$ cat config.mk
export PLATFORM = sky130hd
export DESIGN_NAME = smart_card_char_transceiver_unit_flat
export DESIGN_NICKNAME = d
export VERILOG_FILES = /design/src/design/sct_pkg.sv /design/src/design/sct_if.sv /design/src/design/sct_frame_core.sv /design/src/design/smart_card_char_transceiver_unit.sv /design/src/flat_wrapper.sv
export SDC_FILE = /design/constraint.sdc
export NUM_CORES = 1
export LEC_CHECK = 0
export ABC_AREA = 1
export BUFFER_PORTS_ARGS = -buffer_cell sky130_fd_sc_hd__buf_2
export CELL_PAD_IN_SITES_DETAIL_PLACEMENT = 2
export CELL_PAD_IN_SITES_GLOBAL_PLACEMENT = 2
export CORE_MARGIN = 2
export CORE_UTILIZATION = 36
export CTS_BUF_LIST = sky130_fd_sc_hd__clkbuf_8
export DETAILED_ROUTE_END_ITERATION = 12
export HOLD_SLACK_MARGIN = 0.15
export PLACE_DENSITY_LB_ADDON = 0.25
export REMOVE_ABC_BUFFERS = 1
export SLEW_MARGIN = 20
export SYNTH_ARGS = -nofsm -noshare
export SYNTH_HDL_FRONTEND = slang
export SYNTH_SLANG_ARGS = --single-unit
export TNS_END_PERCENT = 30
$ cat constraint.sdc
create_clock -name i_clk -period 4.13 [get_ports i_clk]
set_input_delay 0.2065 -clock i_clk [delete_from_list [all_inputs] [get_ports i_clk]]
set_output_delay 0.2065 -clock i_clk [all_outputs]
set_load 0.02 [all_outputs]
$ cat src/design/sct_pkg.sv
`default_nettype none

package sct_pkg;

    // configuration register indexes
    localparam int unsigned CFG_IDX_W = 2;

    typedef enum logic [CFG_IDX_W-1:0] {
        REG_HALF_ETU_PERIOD  = 2'd0,
        REG_CLOCK_LOSS_LIMIT = 2'd1,
        REG_START_TIMEOUT    = 2'd2
    } t_cfg_reg;

    // item actions
    typedef enum logic [1:0] {
        ACT_SEND  = 2'd0,
        ACT_RECV  = 2'd1,
        ACT_CLOCK = 2'd2,
        ACT_TICK  = 2'd3
    } t_action;

    // frame result codes
    typedef enum logic [3:0] {
        ST_NONE         = 4'd0,
        ST_SENT         = 4'd1,
        ST_LINE_LOW     = 4'd2,
        ST_SEND_TIMEOUT = 4'd3,
        ST_ERROR_SIGNAL = 4'd4,
        ST_RECEIVED     = 4'd5,
        ST_RECV_TIMEOUT = 4'd6,
        ST_BAD_START    = 4'd7,
        ST_PARITY       = 4'd8,
        ST_BAD_STOP     = 4'd9
    } t_status;

    // frame modes, one-hot
    typedef enum logic [3:0] {
        MODE_IDLE = 4'b0001,
        MODE_SEND = 4'b0010,
        MODE_WAIT = 4'b0100,
        MODE_RECV = 4'b1000
    } t_mode;

    // reset values of the configuration registers
    localparam logic [11:0] HALF_ETU_RESET   = 12'd187;
    localparam logic [15:0] LOSS_LIMIT_RESET = 16'd10;
    localparam logic [31:0] START_TO_RESET   = 32'd1000;

    // saturation value of the half-etu index
    localparam logic [4:0] IDX_MAX = 5'd31;

    typedef struct packed {
        logic [11:0] half_etu_period;
        logic [15:0] clock_loss_limit;
        logic [31:0] start_timeout;
    } t_cfg;

    typedef struct packed {
        logic        drive_low;
        logic        busy_res;
        logic        done_res;
        t_status     status;
        logic [7:0]  rx_data;
    } t_result;

endpackage

`default_nettype wire

$ cat src/design/sct_if.sv
`default_nettype none

// input item channel
interface sct_item_if;
    logic       valid;
    logic       ready;
    logic [1:0] action;
    logic [7:0] tx_data;
    logic       line_level;

    modport source (output valid, output action, output tx_data, output line_level,
                    input ready);
    modport sink (input valid, input action, input tx_data, input line_level,
                  output ready);
endinterface

// result item channel
interface sct_result_if;
    logic       valid;
    logic       ready;
    logic       drive_low;
    logic       busy_res;
    logic       done_res;
    logic [3:0] status;
    logic [7:0] rx_data;

    modport source (output valid, output drive_low, output busy_res, output done_res,
                    output status, output rx_data, input ready);
    modport sink (input valid, input drive_low, input busy_res, input done_res,
                  input status, input rx_data, output ready);
endinterface

// configuration write channel
interface sct_cfg_if;
    logic        valid;
    logic        ready;
    logic [1:0]  index;
    logic [31:0] data;

    modport source (output valid, output index, output data, input ready);
    modport sink (input valid, input index, input data, output ready);
endinterface

`default_nettype wire

$ cat src/design/sct_frame_core.sv
`default_nettype none

module sct_frame_core (
    input  logic             i_clk,
    input  logic             i_rst_n,
    input  logic             i_step,
    input  logic [1:0]       i_action,
    input  logic [7:0]       i_tx_data,
    input  logic             i_line_level,
    input  sct_pkg::t_cfg    i_cfg,
    output sct_pkg::t_result o_result
);
    import sct_pkg::*;

    t_mode       r_mode,  n_mode;
    logic [4:0]  r_idx,   n_idx;
    logic [11:0] r_pre,   n_pre;
    logic [7:0]  r_shift, n_shift;
    logic        r_par,   n_par;
    logic [31:0] r_wd,    n_wd;
    logic        r_drive, n_drive;

    t_status     w_status;
    logic [4:0]  w_k;
    logic [2:0]  w_bit;
    logic [31:0] w_wd_inc;

    // next half-etu index, watchdog increment and data bit of that index
    assign w_k      = (r_idx == IDX_MAX) ? IDX_MAX : r_idx + 5'd1;
    assign w_bit    = 3'(w_k[4:1] - 4'd1);
    assign w_wd_inc = (r_wd == '1) ? r_wd : r_wd + 32'd1;

    // frame state machine
    always_comb begin
        n_mode   = r_mode;
        n_idx    = r_idx;
        n_pre    = r_pre;
        n_shift  = r_shift;
        n_par    = r_par;
        n_wd     = r_wd;
        n_drive  = r_drive;
        w_status = ST_NONE;
        case (r_mode)
            MODE_IDLE: begin
                if (i_action == ACT_SEND) begin
                    if (!i_line_level) begin
                        w_status = ST_LINE_LOW;
                    end else begin
                        n_shift = i_tx_data;
                        n_par   = ^i_tx_data;
                        n_drive = 1'b1;
                        n_mode  = MODE_SEND;
                        n_idx   = '0;
                        n_pre   = '0;
                        n_wd    = '0;
                    end
                end else if (i_action == ACT_RECV) begin
                    n_shift = '0;
                    n_par   = 1'b0;
                    n_wd    = '0;
                    if (!i_line_level) begin
                        n_mode = MODE_RECV;
                        n_idx  = '0;
                        n_pre  = '0;
                    end else begin
                        n_mode = MODE_WAIT;
                    end
                end
            end
            MODE_WAIT: begin
                if (!i_line_level) begin
                    n_mode = MODE_RECV;
                    n_idx  = '0;
                    n_pre  = '0;
                    n_wd   = '0;
                end else if (i_action == ACT_TICK) begin
                    n_wd = w_wd_inc;
                    if (w_wd_inc > i_cfg.start_timeout) w_status = ST_RECV_TIMEOUT;
                end
            end
            MODE_SEND, MODE_RECV: begin
                if (i_action == ACT_CLOCK) begin
                    if (r_pre >= i_cfg.half_etu_period) begin
                        n_pre = '0;
                        n_wd  = '0;
                        n_idx = w_k;
                        if (r_mode == MODE_SEND) begin
                            // drive data, parity, release for stop, watch for error
                            if (w_k inside {5'd2, 5'd4, 5'd6, 5'd8, 5'd10, 5'd12,
                                            5'd14, 5'd16}) begin
                                n_drive = ~r_shift[w_bit];
                            end else if (w_k == 5'd18) begin
                                n_drive = ~r_par;
                            end else if (w_k == 5'd20) begin
                                n_drive = 1'b0;
                            end else if (w_k == 5'd22 || w_k == 5'd23) begin
                                if (!i_line_level) w_status = ST_ERROR_SIGNAL;
                            end else if (w_k >= 5'd24) begin
                                w_status = ST_SENT;
                            end
                        end else begin
                            // check start, sample data and parity, check stop
                            if (w_k == 5'd1) begin
                                if (i_line_level) w_status = ST_BAD_START;
                            end else if (w_k inside {5'd3, 5'd5, 5'd7, 5'd9, 5'd11,
                                                     5'd13, 5'd15, 5'd17}) begin
                                n_shift = r_shift | (8'(i_line_level) << w_bit);
                            end else if (w_k == 5'd19) begin
                                n_par = i_line_level;
                            end else if (w_k == 5'd20) begin
                                if (r_par != ^r_shift) w_status = ST_PARITY;
                            end else if (w_k >= 5'd21) begin
                                w_status = i_line_level ? ST_RECEIVED : ST_BAD_STOP;
                            end
                        end
                    end else begin
                        n_pre = r_pre + 12'd1;
                    end
                end else if (i_action == ACT_TICK) begin
                    n_wd = w_wd_inc;
                    if (w_wd_inc >= {16'd0, i_cfg.clock_loss_limit}) begin
                        w_status = (r_mode == MODE_SEND) ? ST_SEND_TIMEOUT
                                                         : ST_RECV_TIMEOUT;
                    end
                end
            end
            default: begin
                n_mode = MODE_IDLE;
            end
        endcase
        // any frame end releases the line
        if (w_status != ST_NONE) begin
            n_mode  = MODE_IDLE;
            n_drive = 1'b0;
        end
    end

    // result of this item
    always_comb begin
        o_result.drive_low = n_drive;
        o_result.busy_res  = (n_mode != MODE_IDLE);
        o_result.done_res  = (w_status != ST_NONE);
        o_result.status    = w_status;
        o_result.rx_data   = (w_status == ST_RECEIVED) ? r_shift : 8'd0;
    end

    // frame state
    always_ff @(posedge i_clk) begin
        if (!i_rst_n) begin
            r_mode  <= MODE_IDLE;
            r_idx   <= '0;
            r_pre   <= '0;
            r_shift <= '0;
            r_par   <= 1'b0;
            r_wd    <= '0;
            r_drive <= 1'b0;
        end else if (i_step) begin
            r_mode  <= n_mode;
            r_idx   <= n_idx;
            r_pre   <= n_pre;
            r_shift <= n_shift;
            r_par   <= n_par;
            r_wd    <= n_wd;
            r_drive <= n_drive;
        end
    end

endmodule

`default_nettype wire

$ cat src/design/smart_card_char_transceiver_unit.sv
// Card-side character layer of a half-duplex smart card I/O line.
// i_item carries one action per item (send byte, arm receive, card clock
// edge, system tick) together with the sampled line level; o_result returns
// exactly one item per input item with the line drive, busy flag, frame-done
// flag, status code and received byte.
// i_cfg writes the half-etu period, clock loss limit and start timeout; the
// write is taken in any cycle and acts on the next item.
// When an item is accepted, the frame state updates and the result sits in
// the output register on the next cycle. Throughput is one item per cycle
// while o_result does not stall, set by the single result register; the
// frame state machine and counters update in the accept cycle.
// While a result waits in the output register and o_result stalls, i_item
// is not ready; it is ready when that register is empty or taken this cycle.
// Reset (synchronous, active low) clears the frame to idle with the line
// released, empties the output register and loads the default period 187,
// loss limit 10 and start timeout 1000.
`default_nettype none

module smart_card_char_transceiver_unit (
    input  logic          i_clk,
    input  logic          i_rst_n,
    sct_item_if.sink      i_item,
    sct_cfg_if.sink       i_cfg,
    sct_result_if.source  o_result
);
    import sct_pkg::*;

    t_cfg    r_cfg;
    t_result w_res;
    t_result r_res;
    logic    r_out_valid;
    logic    w_accept;

    // handshakes
    assign i_cfg.ready  = 1'b1;
    assign i_item.ready = !r_out_valid || o_result.ready;
    assign w_accept     = i_item.valid && i_item.ready;

    // configuration registers
    always_ff @(posedge i_clk) begin
        if (!i_rst_n) begin
            r_cfg.half_etu_period  <= HALF_ETU_RESET;
            r_cfg.clock_loss_limit <= LOSS_LIMIT_RESET;
            r_cfg.start_timeout    <= START_TO_RESET;
        end else if (i_cfg.valid) begin
            if (i_cfg.index == REG_HALF_ETU_PERIOD)  r_cfg.half_etu_period  <= i_cfg.data[11:0];
            if (i_cfg.index == REG_CLOCK_LOSS_LIMIT) r_cfg.clock_loss_limit <= i_cfg.data[15:0];
            if (i_cfg.index == REG_START_TIMEOUT)    r_cfg.start_timeout    <= i_cfg.data;
        end
    end

    // frame engine
    sct_frame_core u_core (
        .i_clk        (i_clk),
        .i_rst_n      (i_rst_n),
        .i_step       (w_accept),
        .i_action     (i_item.action),
        .i_tx_data    (i_item.tx_data),
        .i_line_level (i_item.line_level),
        .i_cfg        (r_cfg),
        .o_result     (w_res)
    );

    // output register
    always_ff @(posedge i_clk) begin
        if (!i_rst_n) begin
            r_out_valid <= 1'b0;
        end else if (w_accept) begin
            r_out_valid <= 1'b1;
        end else if (o_result.ready) begin
            r_out_valid <= 1'b0;
        end
    end

    always_ff @(posedge i_clk) begin
        if (w_accept) begin
            r_res <= w_res;
        end
    end

    assign o_result.valid     = r_out_valid;
    assign o_result.drive_low = r_res.drive_low;
    assign o_result.busy_res  = r_res.busy_res;
    assign o_result.done_res  = r_res.done_res;
    assign o_result.status    = r_res.status;
    assign o_result.rx_data   = r_res.rx_data;

endmodule

`default_nettype wire

$ cat src/flat_wrapper.sv
// flat-port wrapper written by rule: the top's interface ports become plain ports
module smart_card_char_transceiver_unit_flat import sct_pkg::*;
  (i_clk, i_rst_n, i_item_valid, i_item_action, i_item_tx_data, i_item_line_level, i_item_ready, i_cfg_valid, i_cfg_index, i_cfg_data, i_cfg_ready, o_result_valid, o_result_drive_low, o_result_busy_res, o_result_done_res, o_result_status, o_result_rx_data, o_result_ready);
  sct_item_if i_item_i ();
  sct_cfg_if i_cfg_i ();
  sct_result_if o_result_i ();
  input  logic i_clk;
  input  logic i_rst_n;
  input wire logic [$bits(i_item_i.valid)-1:0] i_item_valid;
  input wire logic [$bits(i_item_i.action)-1:0] i_item_action;
  input wire logic [$bits(i_item_i.tx_data)-1:0] i_item_tx_data;
  input wire logic [$bits(i_item_i.line_level)-1:0] i_item_line_level;
  output wire logic [$bits(i_item_i.ready)-1:0] i_item_ready;
  input wire logic [$bits(i_cfg_i.valid)-1:0] i_cfg_valid;
  input wire logic [$bits(i_cfg_i.index)-1:0] i_cfg_index;
  input wire logic [$bits(i_cfg_i.data)-1:0] i_cfg_data;
  output wire logic [$bits(i_cfg_i.ready)-1:0] i_cfg_ready;
  output wire logic [$bits(o_result_i.valid)-1:0] o_result_valid;
  output wire logic [$bits(o_result_i.drive_low)-1:0] o_result_drive_low;
  output wire logic [$bits(o_result_i.busy_res)-1:0] o_result_busy_res;
  output wire logic [$bits(o_result_i.done_res)-1:0] o_result_done_res;
  output wire logic [$bits(o_result_i.status)-1:0] o_result_status;
  output wire logic [$bits(o_result_i.rx_data)-1:0] o_result_rx_data;
  input wire logic [$bits(o_result_i.ready)-1:0] o_result_ready;
  assign i_item_i.valid = i_item_valid;
  assign i_item_i.action = i_item_action;
  assign i_item_i.tx_data = i_item_tx_data;
  assign i_item_i.line_level = i_item_line_level;
  assign i_item_ready = i_item_i.ready;
  assign i_cfg_i.valid = i_cfg_valid;
  assign i_cfg_i.index = i_cfg_index;
  assign i_cfg_i.data = i_cfg_data;
  assign i_cfg_ready = i_cfg_i.ready;
  assign o_result_valid = o_result_i.valid;
  assign o_result_drive_low = o_result_i.drive_low;
  assign o_result_busy_res = o_result_i.busy_res;
  assign o_result_done_res = o_result_i.done_res;
  assign o_result_status = o_result_i.status;
  assign o_result_rx_data = o_result_i.rx_data;
  assign o_result_i.ready = o_result_ready;
  smart_card_char_transceiver_unit u_core (.i_clk(i_clk), .i_rst_n(i_rst_n), .i_item(i_item_i), .i_cfg(i_cfg_i), .o_result(o_result_i));
endmodule
==> results_dict.tcl <==
set metrics [dict create \
    synth_top_family_by_area "simple AND/OR/NAND/NOR gates" \
    synthMuxAreaShare_pct 0 \
    finalCriticalPeriod_ps 3960 \
    grt_pass1_vias 10600 \
    dr.pass1.iters 4 \
    place_congestion 0.887 \
    period_share_pct 95.8 \
    netlist_area_um2 9300 \
    antenna_found_initial 1 \
    routed_wl_um 37300 \
    num_vias 9689 \
    place.detailed.hpwl_um 25200 \
    finalWorstSetupSlack_ps 174 \
    yosys.area_share.xor_xnor_pct 3.74 \
    die_w_um 165 \
    drive_gt1_share_pct 12.8 \
    via_per_inst 5.46 \
    tightest_slew_ps 1030 \
    yosys.cell_count.top_type "nand2_1" \
    startpoint_type "flop" \
    wl_per_cell_um 21.0 \
    cp.required_ps 4500 \
    drt-initial-drc-count 476 \
    synth-edff-count 15 \
    ios 68 \
    clock_sinks 139 \
    clockBufferDepth 2 \
    final-hold-violation-count 0 \
    outcome "completed" \
    die_h_um 165 \
    placed_area_um2 9960 \
    syn_area_per_cell_um2 6.97 \
    ys_seq_area_share_pct 31.5 \
    numCtsBuffers 17 \
    setup_viol 0 \
    postRouteAntennaNets 0 \
    h-tree-depth 4 \
    vdd_drop_max_v 0.000177 \
    crit_slowest_cell "or3b_4" \
    leakage_nw 4.72 \
    fp.coreArea_um2 25300 \
    ys_warn_count 0 \
    drv_cap 0 \
    synth-seq-cells 139 \
    ys.flop_type "dfxtp_1" \
    layout.nets 1544 \
    synth_fa_ha_area_share_pct 8.74 \
    clk_latency_ps 480 \
    skew_ps 14.4 \
    async_reset_ff_share_pct 0 \
    nFillCells 2991 \
    cpMostUsedCell "nand2_1" \
    cts_tree "built" \
    synth_compound_area_share_pct 20.9 \
    grt-ovfl-total 0 \
    max_stage_delay_ps 430 \
    synth_top_cell_by_area "dfxtp_1" \
    stdcell_area_um2 10900 \
    rows 58 \
    grt_max_degree 80 \
    max_freq_mhz 253 \
    start_util_pct 36.8 \
    root_buffer "clkbuf_8" \
    path_class "flop to flop" \
    drc 0 \
    grt_pass1_wl_um 57900 \
    arrival_ps 4330 \
    pre_cts_ws_ps 71.5 \
    critPathCaptureType "flop" \
    hold_slack_ps 162 \
    syn_inst 1334 \
    slew_headroom_pct 31.0 \
    ys_types 56 \
    syn2layout_area_growth_pct 17.2 \
    grt_use_total_pct 27.6 \
    synthDominantCellAreaShare_pct 26.7 \
    cellPowerDensity_nw_per_um2 354 \
    regToRegSetupSlack_ps 170 \
    crit_fanout 6 \
    slew_violations 0 \
    synth-simple-area-share_pct 24.5 \
    ys_top_cells_by_area "dfxtp_1, nand2_1, ha_1, inv_1, a21oi_1" \
    synth.top_cells.by_count "nand2_1, inv_1, dfxtp_1" \
    io_buffers 66 \
    dieArea_um2 27100 \
    clkTransAtPathRegs_ps 90 \
    holdCritPathClass "input port to flop" \
]
[layer usage]
layer  part of all wire [%]  GRT usage, %
met5                      0             0
met2                     53          51.4
met4                    3.2          10.1
met3                    2.1          2.96
met1                     42          32.5
[what timing repair did]
action / 4_1_cts / 5_1_grt
setup endpoints to repair: 16 / 19
endpoints found under the hold margin: 65 / 0
resized for setup: 1 / 15
setup buffers: 0 / 2
hold buffers: 42 / 0
pin swaps: 0 / 1
[flip-flops by register name, indices dropped and copies added (netlist names)]
signal                     count
u_core.r_cfg                  60
u_core.u_core.r_pre           12
u_core.u_core.r_par            1
u_core.o_result.done_res       1
u_core.o_result.drive_low      1
u_core.o_result.busy_res       1
u_core.o_result.status         4
u_core.o_result.valid          1
u_core.u_core.r_idx            5
u_core.u_core.r_mode           4
u_core.u_core.r_shift          8
u_core.u_core.r_wd            32
u_core.u_core.r_drive          1
u_core.o_result.rx_data        8
[layout by cell type, fill, tap and decap left out, types with 3 or more instances in the layout]
| cell type | netlist | layout |
|---|---|---|
| nand2_2 | 7 | 7 |
| buf_2 | 7 | 66 |
| nor4_1 | 4 | 4 |
| o21a_1 | 3 | 3 |
| a31oi_1 | 7 | 7 |
| inv_6 | 0 | 4 |
| nor2_4 | 3 | 3 |
| a21oi_1 | 116 | 111 |
| buf_4 | 2 | 19 |
| nand3_1 | 69 | 68 |
| xor2_1 | 24 | 23 |
| dlygate4sd3_1 | 0 | 42 |
| bufinv_16 | 0 | 4 |
| nand3_2 | 5 | 5 |
| o211ai_1 | 28 | 28 |
| inv_1 | 191 | 190 |
| inv_2 | 9 | 9 |
| o31ai_1 | 3 | 3 |
| clkinv_4 | 0 | 3 |
| o21ai_0 | 99 | 99 |
| a21oi_2 | 2 | 7 |
| o22ai_1 | 10 | 10 |
| nor2_1 | 115 | 114 |
| dfxtp_1 | 124 | 121 |
| xnor2_1 | 12 | 12 |
| nand2_1 | 258 | 258 |
| nand4_1 | 8 | 8 |
| o32ai_1 | 4 | 4 |
| ha_1 | 65 | 64 |
| clkbuf_8 | 0 | 17 |
| a221oi_1 | 11 | 11 |
| nor2_2 | 9 | 10 |
| o221ai_1 | 3 | 3 |
| nor3_1 | 15 | 15 |
| nand2_4 | 6 | 6 |
| a22oi_1 | 9 | 9 |
| clkinvlp_4 | 0 | 3 |
| edfxtp_1 | 15 | 15 |
| a211oi_1 | 27 | 27 |
[report_power, final]
group / leakage (nW) / internal [W] / total (W) / switching [W]
clock: 0.220 / 0.000671 / 0.00132 / 0.000650
combinational: 3.33 / 0.000338 / 0.00100 / 0.000667
sequential: 1.17 / 0.00145 / 0.00154 / 0.0000834
total: 4.72 / 0.00246 / 0.00386 / 0.00140
[metrics by stage]
| step | setup TNS (ps) | power, W | util [%] | instances |
|---|---|---|---|---|
| after global routing | -1130 | 0.00404 | 43.2 | 1773 |
| after floorplan | 0 | 0.00215 | - | 1283 |
| after detailed placement | 0 | 0.00249 | 39.4 | 1696 |
| after CTS | 0 | 0.00383 | 42.9 | 1770 |
| final | 0 | 0.00386 | 43.2 | 1773 |
| after global placement | 0 | 0.00244 | 39.4 | 1696 |
[cells by family (layout without fill, tap and decap cells)]
kind of cell / Yosys count / count (layout)
AO/OA/AOI/OAI: 328 / 328
XOR/XNOR: 38 / 38
AND/OR/NAND/NOR: 509 / 509
adder cells (fa/ha/maj): 65 / 65
other: 1 / 2
buffers and inverters: 254 / 362
flip-flops: 139 / 139
[cell type report]
type / count / area, um2 / share of cell area, %
clock inverters: 15 / 213 / 1.95
clock buffers: 17 / 234 / 2.15
flip-flops and latches: 139 / 2940 / 27.0
well taps: 330 / 413 / 3.79
repair buffers: 127 / 893 / 8.19
diodes: 1 / 2.50 / 0.0230
inverters: 203 / 767 / 7.03
multi-input cells: 941 / 5440 / 49.9
[worst max-delay path: cells and delay by family (launching register included)]
family	cells	cell delay, ps
AO/OA/AOI/OAI	2	320
adder cells (fa/ha/maj)	2	470
buffers and inverters	2	180
flip-flops	1	400
AND/OR/NAND/NOR	24	2500
[worst paths after layout]
kind         depth (start not counted)                  start                       to
max reg2reg                         30  u_core.u_core.r_wd[0]  u_core.u_core.r_mode[0]
min reg2reg                          2       u_core.r_cfg[25]         u_core.r_cfg[25]
min                                  3          i_cfg_data[2]          u_core.r_cfg[2]
max                                 30  u_core.u_core.r_wd[0]  u_core.u_core.r_mode[0]
Power figures use the tool's default switching activity.
